<file path="src/mbas_pkg.sv">
package mbas_pkg;

    localparam int FRAME_CHARS_DEF = 64;
    localparam int MIN_CHARS       = 9;

    localparam logic [7:0] CH_COLON = 8'h3A;
    localparam logic [7:0] CH_CR    = 8'h0D;
    localparam logic [7:0] CH_LF    = 8'h0A;

    localparam logic [7:0] FC_READ_INPUT = 8'h04;
    localparam logic [7:0] EXC_FLAG      = 8'h80;
    localparam logic [7:0] EXC_FUNC      = 8'h01;
    localparam logic [7:0] EXC_ADDR      = 8'h02;
    localparam logic [7:0] EXC_VALUE     = 8'h03;
    localparam logic [15:0] QTY_MAX      = 16'h007D;
    localparam logic [15:0] ERR_MAX      = 16'hFFFF;

    localparam logic [0:0] REG_SLAVE = 1'b0;
    localparam logic [0:0] REG_START = 1'b1;

    typedef enum logic [3:0] {
        ST_OK       = 4'd0,
        ST_SHORT    = 4'd1,
        ST_NO_CR    = 4'd2,
        ST_ODD      = 4'd3,
        ST_NON_HEX  = 4'd4,
        ST_LRC      = 4'd5,
        ST_STRAY    = 4'd6,
        ST_OVERFLOW = 4'd7,
        ST_RESTART  = 4'd8
    } status_t;

    // Command handed from front to back through the queue
    typedef struct packed {
        logic        check;     // LF closed a frame: run the checks
        status_t     status;    // status when no check is run
        logic [7:0]  size;      // char count including LF
        logic [15:0] sensor;
    } cmd_t;

    typedef enum logic [3:0] {
        BK_IDLE,
        BK_READ,
        BK_HEX,
        BK_EVAL,
        BK_ERR,
        BK_STATUS,
        BK_SEND
    } bk_state_t;

    function automatic logic [4:0] hex_value(input logic [7:0] h);
        logic [4:0] r;
        begin
            r = 5'h10;
            if (h >= 8'h30 && h <= 8'h39)
                r = {1'b0, h[3:0]};
            else if (h >= 8'h41 && h <= 8'h46)
                r = {1'b0, h[3:0] + 4'd9};
            return r;
        end
    endfunction

    function automatic logic [7:0] hex_digit(input logic [3:0] n);
        logic [7:0] r;
        begin
            if (n < 4'd10)
                r = 8'h30 + {4'd0, n};
            else
                r = 8'h37 + {4'd0, n};
            return r;
        end
    endfunction

endpackage

</file>
<file path="src/modbus_ascii_slave_frame_handler.sv">
// Modbus ASCII slave, function 4 on one input register. Each accepted
// character beat yields one status beat, or for an LF that closes a valid
// frame addressed here, 11 (exception) or 15 (answer) response character
// beats. The front stage takes a character per cycle, unless the queue is
// full, into the frame store and a two-entry command queue, and stalls input
// from a closing LF until the back stage has scanned that frame, as both
// share the store. Commands are registered in the queue. The back stage scans
// the stored frame one character a cycle from its single read port. A closing
// LF passes the idle, read, hex, eval, error and status or send states, a
// frame under nine characters idle, error and status, any other character
// idle and status, each result beat held by any output stall.
module modbus_ascii_slave_frame_handler #(
    parameter int FRAME_CHARS = mbas_pkg::FRAME_CHARS_DEF
) (
    input  logic        clk,
    input  logic        rst_n,
    input  logic        cfg_valid,
    output logic        cfg_ready,
    input  logic        cfg_index,
    input  logic [15:0] cfg_data,
    input  logic        in_valid,
    output logic        in_stall,
    input  logic [7:0]  rx_char,
    input  logic [15:0] sensor_value,
    output logic        out_valid,
    input  logic        out_stall,
    output logic        char_valid,
    output logic [7:0]  tx_char,
    output logic        last,
    output logic [3:0]  frame_status,
    output logic [15:0] error_count
);
    import mbas_pkg::*;

    localparam int AW = $clog2(FRAME_CHARS);

    logic [7:0]  slave_reg;
    logic [15:0] start_reg;
    logic        push, full, q_valid, pop, wr_en, scan_done;
    cmd_t        push_cmd, head;
    logic [AW-1:0] wr_addr;
    logic [7:0]  wr_data;

    assign cfg_ready = 1'b1;

    always_ff @(posedge clk or negedge rst_n)
    begin
        if (!rst_n) begin
            slave_reg <= 8'd1;
            start_reg <= 16'd1;
        end else if (cfg_valid) begin
            if (cfg_index == REG_SLAVE)
                slave_reg <= cfg_data[7:0];
            else
                start_reg <= cfg_data;
        end
    end

    mbas_front #(.FRAME_CHARS(FRAME_CHARS), .AW(AW)) u_front (
        .clk, .rst_n, .in_valid, .in_stall, .rx_char, .sensor_value,
        .q_push(push), .q_cmd(push_cmd), .q_full(full), .scan_done,
        .wr_en, .wr_addr, .wr_data
    );

    mbas_queue u_queue (
        .clk, .rst_n, .push, .push_cmd, .full, .not_empty(q_valid),
        .pop, .head
    );

    mbas_back #(.FRAME_CHARS(FRAME_CHARS), .AW(AW)) u_back (
        .clk, .rst_n, .slave_address(slave_reg), .register_address(start_reg),
        .q_valid, .q_cmd(head), .q_pop(pop), .scan_done, .wr_en, .wr_addr, .wr_data,
        .out_valid, .out_stall, .char_valid, .tx_char, .last, .frame_status,
        .error_count
    );

`ifndef SYNTHESIS
    a_stat_no_char: assert property (@(posedge clk) disable iff (!rst_n)
        out_valid && char_valid |-> frame_status == 4'd0)
        else $error("status on response char");
    a_err_mono: assert property (@(posedge clk) disable iff (!rst_n)
        out_valid && $past(out_valid) && !$past(out_stall)
        |-> error_count >= $past(error_count))
        else $error("error count fell");
    a_status_last: assert property (@(posedge clk) disable iff (!rst_n)
        out_valid && !char_valid |-> last)
        else $error("status beat not last");
`endif

endmodule

</file>
<file path="src/mbas_front.sv">
module mbas_front #(
    parameter int FRAME_CHARS = mbas_pkg::FRAME_CHARS_DEF,
    parameter int AW = $clog2(FRAME_CHARS)
) (
    input  logic                clk,
    input  logic                rst_n,
    input  logic                in_valid,
    output logic                in_stall,
    input  logic [7:0]          rx_char,
    input  logic [15:0]         sensor_value,
    output logic                q_push,
    output mbas_pkg::cmd_t      q_cmd,
    input  logic                q_full,
    input  logic                scan_done,
    output logic                wr_en,
    output logic [AW-1:0]       wr_addr,
    output logic [7:0]          wr_data
);
    import mbas_pkg::*;

    localparam int CW = $clog2(FRAME_CHARS + 1);

    logic [CW-1:0] count_reg, count_next;
    logic          hold_reg;
    logic          take;

    // hold input while the queue is full or a closed frame still sits in the store unscanned
    assign in_stall = q_full || hold_reg;
    assign take     = in_valid && !in_stall;
    assign q_push   = take;

    always_comb
    begin
        count_next    = count_reg;
        q_cmd.check   = 1'b0;
        q_cmd.status  = ST_OK;
        q_cmd.size    = 8'(count_reg) + 8'd1;
        q_cmd.sensor  = sensor_value;
        wr_en         = 1'b0;
        wr_addr       = count_reg[AW-1:0];
        wr_data       = rx_char;
        if (rx_char == CH_COLON) begin
            if (count_reg != '0)
                q_cmd.status = ST_RESTART;
            wr_en      = take;
            wr_addr    = '0;
            count_next = CW'(1);
        end else if (count_reg == '0) begin
            q_cmd.status = ST_STRAY;
        end else if (count_reg >= CW'(FRAME_CHARS)) begin
            q_cmd.status = ST_OVERFLOW;
        end else begin
            wr_en      = take;
            count_next = count_reg + CW'(1);
            if (rx_char == CH_LF) begin
                q_cmd.check = 1'b1;
                count_next  = '0;
            end
        end
    end

    always_ff @(posedge clk or negedge rst_n)
    begin
        if (!rst_n)
            count_reg <= '0;
        else if (take)
            count_reg <= count_next;
    end

    always_ff @(posedge clk or negedge rst_n)
    begin
        if (!rst_n)
            hold_reg <= 1'b0;
        else if (scan_done)
            hold_reg <= 1'b0;
        else if (take && q_cmd.check)
            hold_reg <= 1'b1;
    end

endmodule

</file>
<file path="src/mbas_queue.sv">
module mbas_queue (
    input  logic           clk,
    input  logic           rst_n,
    input  logic           push,
    input  mbas_pkg::cmd_t push_cmd,
    output logic           full,
    output logic           not_empty,
    input  logic           pop,
    output mbas_pkg::cmd_t head
);
    import mbas_pkg::*;

    cmd_t       slot_reg [2];
    logic [1:0] cnt_reg;
    logic       rd_reg, wr_reg;

    assign full      = cnt_reg == 2'd2;
    assign not_empty = cnt_reg != 2'd0;
    assign head      = slot_reg[rd_reg];

    always_ff @(posedge clk)
    begin
        if (push)
            slot_reg[wr_reg] <= push_cmd;
    end

    always_ff @(posedge clk or negedge rst_n)
    begin
        if (!rst_n) begin
            cnt_reg <= '0;
            rd_reg  <= 1'b0;
            wr_reg  <= 1'b0;
        end else begin
            if (push)
                wr_reg <= !wr_reg;
            if (pop)
                rd_reg <= !rd_reg;
            cnt_reg <= cnt_reg + 2'(push) - 2'(pop);
        end
    end

endmodule

</file>
<file path="src/mbas_back.sv">
module mbas_back #(
    parameter int FRAME_CHARS = mbas_pkg::FRAME_CHARS_DEF,
    parameter int AW = $clog2(FRAME_CHARS)
) (
    input  logic            clk,
    input  logic            rst_n,
    input  logic [7:0]      slave_address,
    input  logic [15:0]     register_address,
    input  logic            q_valid,
    input  mbas_pkg::cmd_t  q_cmd,
    output logic            q_pop,
    output logic            scan_done,
    input  logic            wr_en,
    input  logic [AW-1:0]   wr_addr,
    input  logic [7:0]      wr_data,
    output logic            out_valid,
    input  logic            out_stall,
    output logic            char_valid,
    output logic [7:0]      tx_char,
    output logic            last,
    output logic [3:0]      frame_status,
    output logic [15:0]     error_count
);
    import mbas_pkg::*;

    logic [7:0] mem [FRAME_CHARS];
    logic [7:0] rd_data_reg;

    bk_state_t state_reg, state_next;

    cmd_t       cmd_reg;
    logic [7:0] idx_reg;
    logic [3:0] hi_reg;
    logic       half_reg;
    logic       nonhex_reg;
    logic       cr_bad_reg;
    logic [7:0] sum_reg;
    logic [7:0] msg_reg [6];
    status_t    status_reg;
    logic [7:0] resp_reg [5];
    logic [2:0] nresp_reg;
    logic [3:0] ch_idx_reg;
    logic [15:0] err_reg;
    logic       o_valid_reg;
    logic       o_cv_reg, o_last_reg;
    logic [7:0] o_char_reg;
    logic [3:0] o_stat_reg;
    logic [15:0] o_err_reg;

    logic       o_free;
    logic [4:0] hv;
    logic [7:0] byte_val;
    logic [AW-1:0] rd_addr;
    logic [3:0] nchars;
    logic [7:0] lrc;
    logic [7:0] send_char;

    assign o_free = !o_valid_reg || !out_stall;
    assign hv     = hex_value(rd_data_reg);
    assign byte_val = {hi_reg, hv[3:0]};
    assign rd_addr  = idx_reg[AW-1:0];
    assign nchars   = (nresp_reg == 3'd5) ? 4'd14 : 4'd10;
    assign lrc      = 8'd0 - (resp_reg[0] + resp_reg[1] + resp_reg[2]
                              + resp_reg[3] + resp_reg[4]);

    always_ff @(posedge clk)
    begin
        if (wr_en)
            mem[wr_addr] <= wr_data;
        rd_data_reg <= mem[rd_addr];
    end

    always_comb
    begin
        unique case (ch_idx_reg)
            4'd0:    send_char = CH_COLON;
            4'd1:    send_char = hex_digit(resp_reg[0][7:4]);
            4'd2:    send_char = hex_digit(resp_reg[0][3:0]);
            4'd3:    send_char = hex_digit(resp_reg[1][7:4]);
            4'd4:    send_char = hex_digit(resp_reg[1][3:0]);
            4'd5:    send_char = hex_digit(resp_reg[2][7:4]);
            4'd6:    send_char = hex_digit(resp_reg[2][3:0]);
            default: send_char = CH_LF;
        endcase
        if (ch_idx_reg >= 4'd7) begin
            if (ch_idx_reg == nchars)
                send_char = CH_LF;
            else if (ch_idx_reg == nchars - 4'd1)
                send_char = CH_CR;
            else if (ch_idx_reg == nchars - 4'd2)
                send_char = hex_digit(lrc[3:0]);
            else if (ch_idx_reg == nchars - 4'd3)
                send_char = hex_digit(lrc[7:4]);
            else if (ch_idx_reg == 4'd7)
                send_char = hex_digit(resp_reg[3][7:4]);
            else if (ch_idx_reg == 4'd8)
                send_char = hex_digit(resp_reg[3][3:0]);
            else if (ch_idx_reg == 4'd9)
                send_char = hex_digit(resp_reg[4][7:4]);
            else
                send_char = hex_digit(resp_reg[4][3:0]);
        end
    end

    // next state
    always_comb
    begin
        state_next = state_reg;
        unique case (state_reg)
            BK_IDLE:
                if (q_valid) begin
                    if (!q_cmd.check)
                        state_next = BK_STATUS;
                    else if (q_cmd.size < 8'(MIN_CHARS))
                        state_next = BK_ERR;
                    else
                        state_next = BK_READ;
                end
            BK_READ:
                state_next = BK_HEX;
            BK_HEX:
                if (idx_reg == cmd_reg.size - 8'd1)
                    state_next = BK_EVAL;
            BK_EVAL:
                state_next = BK_ERR;
            BK_ERR:
                state_next = (nresp_reg != 3'd0) ? BK_SEND : BK_STATUS;
            BK_STATUS:
                if (o_free)
                    state_next = BK_IDLE;
            BK_SEND:
                if (o_free && ch_idx_reg == nchars)
                    state_next = BK_IDLE;
            default:
                state_next = BK_IDLE;
        endcase
    end

    // outputs
    always_comb
    begin
        q_pop     = (state_reg == BK_IDLE) && q_valid;
        scan_done = (state_reg == BK_ERR);
    end

    always_ff @(posedge clk or negedge rst_n)
    begin
        if (!rst_n) begin
            state_reg   <= BK_IDLE;
            err_reg     <= '0;
            o_valid_reg <= 1'b0;
        end else begin
            state_reg <= state_next;
            if (o_valid_reg && !out_stall)
                o_valid_reg <= 1'b0;
            unique case (state_reg)
                BK_IDLE:
                    if (q_valid && !q_cmd.check && q_cmd.status != ST_OK
                        && err_reg != ERR_MAX)
                        err_reg <= err_reg + 16'd1;
                BK_ERR:
                    if (status_reg != ST_OK && err_reg != ERR_MAX)
                        err_reg <= err_reg + 16'd1;
                BK_STATUS:
                    if (o_free)
                        o_valid_reg <= 1'b1;
                BK_SEND:
                    if (o_free)
                        o_valid_reg <= 1'b1;
                default: ;
            endcase
        end
    end

    always_ff @(posedge clk)
    begin
        unique case (state_reg)
            BK_IDLE:
            begin
                cmd_reg     <= q_cmd;
                status_reg  <= (q_cmd.check && q_cmd.size < 8'(MIN_CHARS))
                               ? ST_SHORT : q_cmd.status;
                idx_reg     <= 8'd1;
                nonhex_reg  <= 1'b0;
                half_reg    <= 1'b0;
                sum_reg     <= '0;
                nresp_reg   <= '0;
                ch_idx_reg  <= '0;
                resp_reg[3] <= '0;
                resp_reg[4] <= '0;
            end
            BK_READ:
                idx_reg <= idx_reg + 8'd1;
            BK_HEX:
            begin
                // data of char idx-1 arrives now; hex chars are 1 .. size-3
                if (idx_reg <= cmd_reg.size - 8'd2) begin
                    if (hv[4])
                        nonhex_reg <= 1'b1;
                    half_reg <= !half_reg;
                    if (half_reg) begin
                        sum_reg <= sum_reg + byte_val;
                        if (idx_reg < 8'd14)
                            msg_reg[3'((idx_reg - 8'd3) >> 1)] <= byte_val;
                    end else begin
                        hi_reg <= hv[3:0];
                    end
                end
                idx_reg <= idx_reg + 8'd1;
            end
            BK_EVAL:
            begin
                resp_reg[0] <= msg_reg[0];
                if (cr_bad_reg) begin
                    status_reg <= ST_NO_CR;
                end else if (cmd_reg.size[0] == 1'b0) begin
                    status_reg <= ST_ODD;
                end else if (nonhex_reg) begin
                    status_reg <= ST_NON_HEX;
                end else if (sum_reg != 8'd0) begin
                    status_reg <= ST_LRC;
                end else if (msg_reg[0] != slave_address) begin
                    status_reg <= ST_OK;
                end else if (msg_reg[1] == FC_READ_INPUT) begin
                    if (cmd_reg.size < 8'd17) begin
                        status_reg <= ST_SHORT;
                    end else if ({msg_reg[4], msg_reg[5]} == 16'd0
                                 || {msg_reg[4], msg_reg[5]} > QTY_MAX) begin
                        resp_reg[1] <= EXC_FLAG | msg_reg[1];
                        resp_reg[2] <= EXC_VALUE;
                        nresp_reg   <= 3'd3;
                    end else if ({msg_reg[2], msg_reg[3]} != register_address
                                 || {msg_reg[4], msg_reg[5]} != 16'd1) begin
                        resp_reg[1] <= EXC_FLAG | msg_reg[1];
                        resp_reg[2] <= EXC_ADDR;
                        nresp_reg   <= 3'd3;
                    end else begin
                        resp_reg[1] <= FC_READ_INPUT;
                        resp_reg[2] <= 8'd2;
                        resp_reg[3] <= cmd_reg.sensor[15:8];
                        resp_reg[4] <= cmd_reg.sensor[7:0];
                        nresp_reg   <= 3'd5;
                    end
                end else begin
                    resp_reg[1] <= EXC_FLAG | msg_reg[1];
                    resp_reg[2] <= EXC_FUNC;
                    nresp_reg   <= 3'd3;
                end
            end
            BK_SEND:
                if (o_free)
                    ch_idx_reg <= ch_idx_reg + 4'd1;
            default: ;
        endcase
        if (state_reg == BK_STATUS && o_free) begin
            o_cv_reg   <= 1'b0;
            o_char_reg <= '0;
            o_last_reg <= 1'b1;
            o_stat_reg <= status_reg;
            o_err_reg  <= err_reg;
        end else if (state_reg == BK_SEND && o_free) begin
            o_cv_reg   <= 1'b1;
            o_char_reg <= send_char;
            o_last_reg <= ch_idx_reg == nchars;
            o_stat_reg <= ST_OK;
            o_err_reg  <= err_reg;
        end
    end

    // CR check: char at size-2 arrives on the last scan cycle
    always_ff @(posedge clk)
    begin
        if (state_reg == BK_IDLE)
            cr_bad_reg <= 1'b1;
        else if (state_reg == BK_HEX && idx_reg == cmd_reg.size - 8'd1)
            cr_bad_reg <= rd_data_reg != CH_CR;
    end

    assign out_valid    = o_valid_reg;
    assign char_valid   = o_cv_reg;
    assign tx_char      = o_char_reg;
    assign last         = o_last_reg;
    assign frame_status = o_stat_reg;
    assign error_count  = o_err_reg;

endmodule

</file>
<file path="config.mk">
export PLATFORM = sky130hd
export DESIGN_NAME = modbus_ascii_slave_frame_handler
export DESIGN_NICKNAME = d
export VERILOG_FILES = /design/src/mbas_pkg.sv /design/src/modbus_ascii_slave_frame_handler.sv /design/src/mbas_front.sv /design/src/mbas_queue.sv /design/src/mbas_back.sv
export SDC_FILE = /design/constraint.sdc
export NUM_CORES = 1
export LEC_CHECK = 0
export CAP_MARGIN = 30
export CORE_MARGIN = 5
export CORE_UTILIZATION = 64
export CTS_CLUSTER_SIZE = 40
export DETAILED_ROUTE_END_ITERATION = 12
export DONT_BUFFER_PORTS = 1
export GPL_TIMING_DRIVEN = 0
export PLACE_DENSITY = 0.8
export SLEW_MARGIN = 10
export SYNTH_ARGS = -nofsm -noshare
export SYNTH_HDL_FRONTEND = slang
export SYNTH_SLANG_ARGS = --single-unit
export TNS_END_PERCENT = 20
</file>
<file path="constraint.sdc">
create_clock -name clk -period 4.7 [get_ports clk]
set_input_delay 0.47 -clock clk [delete_from_list [all_inputs] [get_ports clk]]
set_output_delay 0.47 -clock clk [all_outputs]
set_load 0.05 [all_outputs]
</file>
==> reports/qor.csv, run 1 <==
stage,metric,value,unit
power_and_ir_drop,worst vdd ir,0.423,mV
worst_setup_path,Worst Reg-to-Reg Cells,8,
power_and_ir_drop,Leak,12.9,nW
yosys,Post-synth EDFFs,716,
floorplan,# rows,84,
clock_network,CTS Root Cell,clkbuf_16,
worst_setup_path,Worst setup EP type,flip-flop,
min_path,Hold Path Sink,u_queue.slot_reg[0][28],
routing,ANT nets after route,0,
sta,min Tclk post-route,4.28,ns
worst_setup_path,Critical Path Start Type,flip-flop,
clock_network,cts repair resizes,0,
sta,Max-slew headroom,0.279,
sta,RSZ-0062 raised after global routing,no,
routing,final wirelength,79.9,mm
routing,DRC Markers,0,
worst_setup_path,Crit Path Class,reg2reg,
min_path,Hold Crit Start,rx_char[4],
worst_setup_path,worst r2r dst,u_back.mem[29][0],
global_route,first-pass GRT wire length,121,mm
finish,n_diodes,0,
place,port bufs,0,
finish,"Design Area, Final",38400,sq um
routing,DRT Pass-1 Iters,6,
worst_setup_path,WP data required,4.95,ns
global_route,vias in the first global route,19500,
floorplan,DIE AREA,58200,sq um
clock_network,"Clk Latency, worst-skew pair",0.64,ns
yosys,Post-Syn Area,34200,sq um
yosys,Synth cell types,82,
outcome,status,completed,
yosys,Syn Nets,2154,
yosys,"flops & latches, synth",801,
global_route,total gr overflow,0,
min_path,Hold Path Class,in2reg,
yosys,syn_area_per_cell,16.8,sq um
place,Placed Area,35200,sq um
place,final RePlAce weighted congestion,0.949,
finish,ratio of cells with drive above 1 in the final layout,0.184,
sta,Final Hold Fails,0,
job,max-cap violation count,0,
floorplan,die width,241,um
finish,Nets,2291,
sta,worst slew pin tran,1.08,ns
clock_network,H-Tree Depth,3,
yosys,"Seq/Total Area, Yosys",0.686,
power_and_ir_drop,PD cells,597,nW/um^2
routing,Initial DRC Count,2167,
floorplan,Ports,79,
routing,via count,19200,
floorplan,die height,241,um
clock_network,CTS Buffer Depth,3,
yosys,cells after synthesis,2034,
clock_network,Worst-path clk slew,0.06,ns
routing,number of vias per cell,6.57,
finish,max reg flops,512,
worst_setup_path,reg-to-reg critical path startpoint,u_front.count_reg[0],
sta,count of pins over their slew limit,0,
global_route,initial antenna violation count,0,
power_and_ir_drop,Final Power,22.9,mW
floorplan,core area,52800,sq um
yosys,Ys Warns,0,
clock_network,cts bufs inserted,79,
floorplan,Initial Util,0.649,
yosys,fraction of registers with async set/reset,0.0699,
place,Setup WS pre-CTS,0.329,ns
place,Post-DP HPWL,49.3,mm
sta,fraction of the cycle the final worst path needs,0.910,
routing,WL/cell,27.3,um
min_path,Worst Hold Path Cells,1,
finish,Layout area overhead,12.3,%
sta,# setup viols final,0,
clock_network,clock sinks,801,
sta,fmax,234,MHz
worst_setup_path,CP max FO,10,
sta,Worst Clk Skew,0.0239,ns
sta,worst setup margin,0.424,ns
yosys,"Top FF cell, synth",edfxtp_1,
worst_setup_path,CP arrival,4.53,ns
global_route,largest net degree at the start of global routing,65,
worst_setup_path,internal reg-to-reg setup slack,0.42,ns
clock_network,CTS tree,done,
global_route,Total GRT Usage,0.280,
-- cells by family (layout without fill, tap and decap cells) --
logic type / after synthesis / count (layout) / synth area share
fa+ha+maj: 74 / 74 / 0.0306
simple gates: 440 / 440 / 0.0641
mux: 236 / 236 / 0.132
other cells: 2 / 2 / 0.000219
buf+inv: 171 / 374 / 0.0216
compound gates: 211 / 211 / 0.0397
xor+xnor: 99 / 99 / 0.0253
flops: 801 / 801 / 0.686
-- synth_stat cells, types with 5 or more instances --
master,number,area [sq um]
nor3b_1,7,52.6
o21ai_0,47,235
mux2i_1,15,150
o21ai_1,10,50.1
a21oi_1,54,270
nor3_1,25,125
o31ai_1,6,45.0
buf_1,5,18.8
nand2_1,84,315
a21o_1,8,60.1
xor2_1,27,236
and2_1,20,125
mux4_2,168,3780
edfxtp_1,716,21500
or3_1,9,56.3
a31oi_1,12,75.1
ha_1,58,726
buf_6,9,101
and3_1,7,43.8
dfrtp_1,54,1350
nor4_1,20,125
fa_1,16,320
a211oi_1,11,82.6
nand4_1,18,113
mux2_2,51,574
xnor2_1,72,631
dfxtp_1,29,581
nand2b_1,14,87.6
nor2_1,148,556
nand3b_1,7,52.6
a32oi_1,5,43.8
o21bai_1,6,45.0
clkbuf_1,59,221
o21a_1,6,45.0
inv_1,82,308
a2111oi_0,5,43.8
nor2b_1,19,119
nand3_1,32,160
buf_2,11,55.1
-- worst max-delay path, stage by stage, from the launching register on --
cell,delay [ns]
dfrtp_1,0.47
inv_1,0.19
ha_1,0.24
a31o_2,0.26
a211o_1,0.33
clkbuf_1,0.24
nor2_1,0.28
nand4_1,0.82
nor2_1,1.05
-- metrics by stage --
stage / TNS [ns] / hold slack [ns] / cells / util
2_1_floorplan: 0 / 0.174 / 2034 / -
3_3_place_gp: -0.685 / 0.178 / 2722 / 0.665
3_5_place_dp: 0 / 0.178 / 2732 / 0.668
4_1_cts: 0 / 0.0721 / 2921 / 0.728
5_1_grt: 0 / 0.0807 / 2925 / 0.729
6_report: 0 / 0.113 / 2925 / 0.729
-- worst max path at each step --
stage	from	cells after the start	to	slack, ns
CTS	u_front.count_reg[0]	8	u_back.mem[13][1]	0.48
floorplan	u_back.cmd_reg[18]	10	u_back.sum_reg[0]	0.80
global route	u_front.count_reg[0]	8	u_back.mem[13][0]	0.24
global placement	u_back.idx_reg[0]	12	u_back.sum_reg[6]	-0.09
detailed placement	rx_char[3]	7	u_back.mem[13][7]	0.33
finish	u_front.count_reg[0]	8	u_back.mem[29][0]	0.42
-- placed cells by master (no fill, tap or decap), drive strengths merged, types with 16 or more instances in the layout --
cell	Yosys	final
mux2	53	53
nor2	150	150
xnor2	72	72
clkinv	0	39
dlygate4sd3	0	33
o21ai	57	57
xor2	27	27
buf	29	50
edfxtp	716	716
nand3	32	32
dfrtp	54	54
nor2b	19	19
inv	83	85
nor3	25	25
nand2	84	84
dfxtp	29	29
a21oi	54	54
ha	58	58
nand4	18	18
clkbuf	59	156
and2	20	20
mux4	168	168
nor4	20	20
fa	16	16
-- timing repair --
action                                 in CTS  in global routing
setup buffers                               0                  0
endpoints found under the hold margin     624                  0
hold buffers                               42                  0
-- metal layers --
metal | vias to the layer above | wire length [um] | global-route usage
met5 | - | 0 | 0
met4 | 0 | 3410 | 0.101
met3 | 198 | 5980 | 0.0528
met2 | 911 | 40800 | 0.478
met1 | 9902 | 29700 | 0.366
li1 | 8211 | - | -
-- final cells by class --
type | count | area [sq um]
buffer | 88 | 428
clock buffer | 96 | 2150
clock inverter | 51 | 448
fill | 3129 | 14300
inverter | 83 | 312
multi-input combinational | 1062 | 10000
sequential | 801 | 23500
tap | 688 | 861
timing repair buffer | 56 | 708
-- where the power goes --
part / internal, mW / leakage, nW / switching (mW) / total, mW
combinational: 2.98 / 4.15 / 4.18 / 7.16
sequential: 8.73 / 7.46 / 0.774 / 9.50
clock: 3.57 / 1.28 / 2.71 / 6.29
Power figures use the tool's default switching activity.
==> inputs of run 2 (changes only) <==
--- a/config.mk
+++ b/config.mk
@@ -13,6 +13,8 @@
 export DONT_BUFFER_PORTS = 1
 export GPL_TIMING_DRIVEN = 0
 export PLACE_DENSITY = 0.8
+export REMOVE_ABC_BUFFERS = 1
+export SKIP_CTS_REPAIR_TIMING = 1
 export SLEW_MARGIN = 10
 export SYNTH_ARGS = -nofsm -noshare
 export SYNTH_HDL_FRONTEND = slang
==> run 2 against run 1 <==
  * Maximum frequency rose by 0.81%
  * First-iteration DRC count is 4.0% lower
  * Die area unchanged
  * Critical path depth shrank 1
  * Clock skew rose by 0.016 ns
  * Core utilization increased by 0.29 points
  * Register-to-register slack improved by 0.03 ns
  * Sequential power rose by 3.3%
  * Non-clock buffer count fell by 62
  * Sequential cell count did not move
  * Count of clock-buffer cells in the layout is 6 higher
  * Wire length down 2.2%
  * Critical endpoint is now u_back.mem[28][3]
  * Largest cell class unchanged
  * Largest power group unchanged
  * Highest routed layer unchanged
==> reports/qor.csv, run 2 (same netlist as run 1, synthesis figures left out) <==
stage,metric,value,unit,change
clock_network,cts bufs inserted,80,,was 79
worst_setup_path,CP max FO,11,,was 10
place,Post-DP HPWL,48.0,mm,was 49.3 mm
power_and_ir_drop,PD cells,598,nW/um^2,was 597 nW/um^2
sta,Max-slew headroom,0.336,,was 0.279
worst_setup_path,reg-to-reg critical path startpoint,u_front.count_reg[0],,unchanged
floorplan,DIE AREA,58200,sq um,unchanged
finish,fin util,0.732,,was 0.729
worst_setup_path,Worst setup EP type,flip-flop,,unchanged
worst_setup_path,CP bufs+invs,1,,was 2
floorplan,core area,52800,sq um,unchanged
finish,most frequent cells in the layout,"716 x edfxtp_1, 168 x mux4_2, 148 x nor2_1, 84 x nand2_1",,unchanged
clock_network,CTS Buffer Depth,3,,unchanged
global_route,Total GRT Usage,0.267,,was 0.280
finish,area of the multi-input gates,10100,sq um,"was 10,000 sq um"
worst_setup_path,Crit Path Class,reg2reg,,unchanged
clock_network,CTS tree,done,,unchanged
routing,number of vias per cell,6.53,,was 6.57
power_and_ir_drop,worst vdd ir,0.401,mV,was 0.423 mV
clock_network,clock sinks,801,,unchanged
min_path,Hold Crit Start,rx_char[4],,unchanged
clock_network,H-Tree Depth,3,,unchanged
floorplan,die height,241,um,unchanged
worst_setup_path,"Slowest-stage cell, CP",nor2_1,,unchanged
sta,Final Hold Fails,0,,unchanged
global_route,first-pass GRT wire length,116,mm,was 121 mm
sta,fraction of the cycle the final worst path needs,0.902,,was 0.910
finish,n_diodes,0,,unchanged
routing,DRC Markers,0,,unchanged
worst_setup_path,critical path's most frequent cell,nor2_1,,unchanged
routing,Top Metal Used,met4,,unchanged
finish,"most common cell after layout, fill and taps aside",edfxtp_1,,unchanged
sta,# setup viols final,0,,unchanged
finish,ratio of cells with drive above 1 in the final layout,0.187,,was 0.184
outcome,status,completed,,unchanged
clock_network,"Clk Latency, worst-skew pair",0.65,ns,was 0.64 ns
min_path,Hold Path Class,in2reg,,unchanged
finish,Storage cell area,23500,sq um,about the same
routing,met2 wire length,40.1,mm,was 40.8 mm
clock_network,Worst-path clk slew,0.07,ns,was 0.06 ns
floorplan,# rows,84,,unchanged
finish,Nets,2230,,"was 2,291"
place,port bufs,0,,unchanged
finish,max reg flops,512,,unchanged
clock_network,CTS Root Cell,clkbuf_16,,unchanged
routing,met1 WL,29.3,mm,was 29.7 mm
routing,final wirelength,78.1,mm,was 79.9 mm
finish,"Design Area, Final",38600,sq um,"was 38,400 sq um"
worst_setup_path,WP data required,4.96,ns,was 4.95 ns
worst_setup_path,"critical path, cell by cell",inv_1 > ha_1 > a31o_2 > a211o_1 > nor2_1 > nand4_1 > nor2_1,,was inv_1 > ha_1 > a31o_2 > a211o_1 > clkbuf_1 > nor2_1 > nand4_1 > nor2_1
finish,fillers,2996,,"was 3,129"
global_route,total gr overflow,0,,unchanged
floorplan,die width,241,um,unchanged
routing,Initial DRC Count,2081,,"was 2,167"
finish,Layout area overhead,12.8,%,was 12.3%
routing,via count,18700,,"was 19,200"
power_and_ir_drop,Leak,13.0,nW,was 12.9 nW
job,max-cap violation count,0,,unchanged
sta,count of pins over their slew limit,0,,unchanged
place,final RePlAce weighted congestion,0.920,,was 0.949
routing,met3 routed WL,5.68,mm,was 5.98 mm
global_route,initial antenna violation count,0,,unchanged
worst_setup_path,CP Launch Point,u_front.count_reg[0],,unchanged
routing,WL/cell,27.3,um,about the same
worst_setup_path,crit-path max cell delay,1.01,ns,was 1.05 ns
place,Placed Area,35400,sq um,"was 35,200 sq um"
routing,ANT nets after route,0,,unchanged
global_route,largest net degree at the start of global routing,70,,was 65
floorplan,Ports,79,,unchanged
worst_setup_path,Critical Path Start Type,flip-flop,,unchanged
global_route,vias in the first global route,18800,,"was 19,500"
sta,RSZ-0062 raised after global routing,no,,unchanged
worst_setup_path,CP arrival,4.50,ns,was 4.53 ns
sta,worst slew pin tran,0.993,ns,was 1.08 ns
worst_setup_path,Crit path max-delay family,simple AND/OR/NAND/NOR gates,,unchanged
floorplan,Initial Util,0.649,,unchanged
sta,Worst Clk Skew,0.0399,ns,was 0.0239 ns
sta,min Tclk post-route,4.24,ns,was 4.28 ns
sta,fmax,236,MHz,was 234 MHz
routing,DRT Pass-1 Iters,6,,unchanged
[run 2: cell count changes in the layout (fill, tap and decap cells not counted), sizes merged]
cell           before  now
clkbuf            156  103
clkinvlp            5    1
buf                50   48
bufinv              5    4
clkdlybuf4s15       1    0
inv                85   86
[run 2: final cells by class]
type                       instances  area share
clock buffer                     102      0.0561
timing repair buffer              82      0.0335
clock inverter                    47      0.0110
inverter                          83     0.00807
tap                              688      0.0223
sequential                       801       0.608
multi-input combinational       1062       0.261
[run 2: worst paths after layout]
path                                      endpoint  slack (ns)  cells after the start
hold reg to reg             u_back.error_count[11]        0.48                      0
min in group asynchronous        u_back.err_reg[9]        0.42                      2
setup reg to reg                 u_back.mem[28][3]        0.46                      7
max in group asynchronous           u_queue.rd_reg        3.97                      2
setup / recovery                 u_back.mem[28][3]        0.46                      7
hold / removal             u_queue.slot_reg[0][28]         0.1                      1
[run 2: per-layer routing]
layer	vias to the layer above	GRT usage
met5	-	0
met4	0	0.0944
met3	164	0.0446
met2	888	0.460
met1	9576	0.351
li1	8076	-
[run 2: metrics by stage]
stage               setup TNS, ns  hold slack [ns]  cells  power (mW)  worst slack (ns)
CTS                             0           -0.506   2821        23.0             0.281
global placement          -398.15            0.177   2634        16.2             -6.05
detailed placement              0            0.177   2672        16.7             0.445
floorplan                 -205.52            0.174   1946        14.6             -3.29
global route                    0           0.0667   2865        24.1             0.310
finish                          0           0.0976   2865        23.1             0.458
[run 2: worst register-to-register path, delay by kind of cell, from the launching register on]
family	cells	cell delay, ns
DFF	1	0.51
AOI/OAI and AO/OA	2	0.72
and+or+nand+nor	3	2.15
buffers and inverters	1	0.22
adders and majority gates	1	0.25
[run 2: report_power, final]
part           total [mW]  switching [mW]  internal [mW]  leakage [nW]
clock                6.27            2.74           3.53          1.28
combinational        7.02            3.78           3.24          4.24
sequential           9.81            1.08           8.73          7.46
total                23.1            7.60           15.5          13.0
==> inputs of run 3 (changes only) <==
--- a/config.mk
+++ b/config.mk
@@ -6,14 +6,16 @@
 export NUM_CORES = 1
 export LEC_CHECK = 0
 export CAP_MARGIN = 30
+export CELL_PAD_IN_SITES_DETAIL_PLACEMENT = 1
+export CELL_PAD_IN_SITES_GLOBAL_PLACEMENT = 2
 export CORE_MARGIN = 5
-export CORE_UTILIZATION = 64
+export CORE_UTILIZATION = 48
 export CTS_CLUSTER_SIZE = 40
 export DETAILED_ROUTE_END_ITERATION = 12
 export DONT_BUFFER_PORTS = 1
 export GPL_TIMING_DRIVEN = 0
-export PLACE_DENSITY = 0.8
-export REMOVE_ABC_BUFFERS = 1
+export PLACE_DENSITY_LB_ADDON = 0.1
+export RECOVER_POWER = 100
 export SKIP_CTS_REPAIR_TIMING = 1
 export SLEW_MARGIN = 10
 export SYNTH_ARGS = -nofsm -noshare
==> run 3 against run 2 <==
  * The flow now finishes with violations (capacitance limit, slew limit)
  * Highest routed layer is now met5
  * Combinational power rose by 2%
  * Final area down 0.25%
  * Worst setup slack lost 0.18 ns
  * Non-clock buffer count increased by 64
  * First-iteration DRC count fell by 31%
  * Register-to-register slack got worse by 0.18 ns
==> reports/qor.csv, run 3 (same netlist as run 1, synthesis figures left out) <==
stage,metric,value,unit,change
routing,number of vias per cell,5.78,,was 6.53
worst_setup_path,CP max FO,10,,was 11
finish,most frequent cells in the layout,"716 x edfxtp_1, 168 x mux4_2, 150 x nor2_1, 100 x clkbuf_1",,"was 716 x edfxtp_1, 168 x mux4_2, 148 x nor2_1, 84 x nand2_1"
global_route,vias in the first global route,19300,,"was 18,800"
worst_setup_path,reg-to-reg critical path startpoint,u_back.idx_reg[0],,was u_front.count_reg[0]
worst_setup_path,internal reg-to-reg setup slack,0.28,ns,was 0.46 ns
clock_network,CTS tree,done,,unchanged
finish,area of the multi-input gates,10000,sq um,"was 10,100 sq um"
routing,ANT nets after route,0,,unchanged
place,# placed instances,2994,,"was 2,672"
min_path,Hold Path Class,in2reg,,unchanged
finish,"Design Area, Final",38500,sq um,"was 38,600 sq um"
finish,max reg flops,512,,unchanged
clock_network,CTS Root Cell,clkbuf_16,,unchanged
sta,RSZ-0062 raised after global routing,no,,unchanged
global_route,total gr overflow,0,,unchanged
worst_setup_path,CP Launch Point,u_back.idx_reg[0],,was u_front.count_reg[0]
worst_setup_path,worst r2r dst,u_back.sum_reg[5],,was u_back.mem[28][3]
finish,fillers,6524,,"was 2,996"
place,Post-DP HPWL,57.3,mm,was 48.0 mm
finish,"most common cell after layout, fill and taps aside",edfxtp_1,,unchanged
sta,fmax,226,MHz,was 236 MHz
global_route,initial antenna violation count,5,,was 0
floorplan,die width,277,um,was 241 um
worst_setup_path,WP data required,5.02,ns,was 4.96 ns
power_and_ir_drop,Leak,12.7,nW,was 13.0 nW
worst_setup_path,Critical Path Start Type,flip-flop,,unchanged
finish,Storage cell area,23500,sq um,about the same
finish,Final Non-Filler Cells,3199,,"was 2,865"
floorplan,die height,277,um,was 241 um
min_path,Hold Crit Start,rx_char[4],,unchanged
sta,Worst Clk Skew,0.0193,ns,was 0.0399 ns
routing,via count,18500,,"was 18,700"
sta,Max-slew headroom,-1.37,,was 0.336
finish,Layout area overhead,12.5,%,was 12.8%
finish,ratio of cells with drive above 1 in the final layout,0.165,,was 0.187
floorplan,DIE AREA,76800,sq um,"was 58,200 sq um"
routing,Initial DRC Count,1441,,"was 2,081"
place,port bufs,0,,unchanged
outcome,status,"finished, violations left",,was completed
routing,final wirelength,85.9,mm,was 78.1 mm
clock_network,cts bufs inserted,84,,was 80
sta,# setup viols final,0,,unchanged
floorplan,# rows,98,,was 84
worst_setup_path,Crit Path Class,reg2reg,,unchanged
floorplan,core area,71100,sq um,"was 52,800 sq um"
power_and_ir_drop,Final Power,23.1,mW,about the same
finish,Nets,2298,,"was 2,230"
place,final RePlAce weighted congestion,0.842,,was 0.920
global_route,first-pass GRT wire length,126,mm,was 116 mm
sta,min Tclk post-route,4.42,ns,was 4.24 ns
global_route,Total GRT Usage,0.218,,was 0.267
outcome,violated checks,"capacitance limit, slew limit",,
sta,count of pins over their slew limit,614,,was 0
clock_network,"Clk Latency, worst-skew pair",0.64,ns,was 0.65 ns
sta,Final Hold Fails,0,,unchanged
clock_network,CTS Buffer Depth,3,,unchanged
floorplan,Ports,79,,unchanged
routing,DRT Pass-1 Iters,4,,was 6
place,Placed Area,35600,sq um,"was 35,400 sq um"
global_route,largest net degree at the start of global routing,70,,unchanged
sta,fraction of the cycle the final worst path needs,0.941,,was 0.902
worst_setup_path,CP endpoint,u_back.sum_reg[5],,was u_back.mem[28][3]
clock_network,Worst-path clk slew,0.07,ns,about the same
clock_network,clock sinks,801,,unchanged
sta,worst slew pin tran,3.56,ns,was 0.993 ns
worst_setup_path,CP arrival,4.74,ns,was 4.50 ns
worst_setup_path,Worst Reg-to-Reg Cells,11,,was 7
routing,DRC Markers,0,,unchanged
worst_setup_path,Worst setup EP type,flip-flop,,unchanged
job,max-cap violation count,12,,was 0
clock_network,H-Tree Depth,3,,unchanged
floorplan,Initial Util,0.481,,was 0.649
sta,hold slack,0.0882,ns,was 0.0976 ns
power_and_ir_drop,PD cells,600,nW/um^2,was 598 nW/um^2
power_and_ir_drop,worst vdd ir,0.385,mV,was 0.401 mV
routing,WL/cell,26.8,um,was 27.3 um
-- run 3: cell count changes in the layout (fill, tap and decap cells not counted), moves of 7 or more --
cell | previous run | this run
o21ai_0 | 47 | 56
o21ai_1 | 10 | 1
buf_8 | 13 | 0
and2_0 | 0 | 14
clkinv_2 | 20 | 13
and2_1 | 20 | 6
buf_6 | 1 | 9
buf_16 | 25 | 0
clkbuf_1 | 17 | 100
-- run 3: per-layer routing --
layer  up-vias  wire, um  global-route usage
met2       424     44500               0.379
li1       8218         -                   -
met3       119      4360              0.0317
met4         4      2650              0.0712
met5         -        27                   0
met1      9723     34400               0.285
-- run 3: final cells by class --
| class | instances | area share |
|---|---|---|
| sequential | 801 | 0.610 |
| multi-input combinational | 1062 | 0.260 |
| clock buffer | 109 | 0.0591 |
| tap | 950 | 0.0309 |
| timing repair buffer | 58 | 0.0119 |
| buffer | 88 | 0.0105 |
| clock inverter | 43 | 0.00907 |
| inverter | 83 | 0.00809 |
| antenna | 5 | 0.000325 |
-- run 3: power breakdown --
| part | total (mW) | internal [mW] | switching [mW] |
|---|---|---|---|
| logic | 7.19 | 2.91 | 4.28 |
| clock network | 6.37 | 3.60 | 2.77 |
| registers | 9.52 | 8.75 | 0.771 |
| total | 23.1 | 15.3 | 7.82 |
-- run 3: critical path, stage by stage, from the launching register on --
cell	delay [ns]
edfxtp_1	0.41
clkbuf_1	0.53
clkbuf_1	0.93
buf_6	0.28
inv_1	0.09
ha_1	0.30
and4_1	0.18
and3_1	0.15
a21oi_1	0.06
buf_4	0.19
a2111oi_2	0.63
clkbuf_2	0.32
-- run 3: metrics by stage --
stage / setup WS, ns / setup TNS [ns] / utilization
6_report: 0.277 / 0 / 0.541
4_1_cts: 0.451 / 0 / 0.537
3_5_place_dp: 0.318 / 0 / 0.500
3_3_place_gp: -0.569 / -4.55 / 0.498
2_1_floorplan: 0.804 / 0 / -
5_1_grt: 0.118 / 0 / 0.541
-- run 3: how the worst min path moves through the flow --
stage	to	slack (ns)	depth (start not counted)
2_1_floorplan	slave_reg[1]	0.17	0
3_3_place_gp	start_reg[10]	0.18	0
3_5_place_dp	start_reg[12]	0.18	0
4_1_cts	start_reg[7]	-0.51	0
5_1_grt	u_queue.slot_reg[1][28]	0.06	1
6_report	u_queue.slot_reg[0][28]	0.09	1
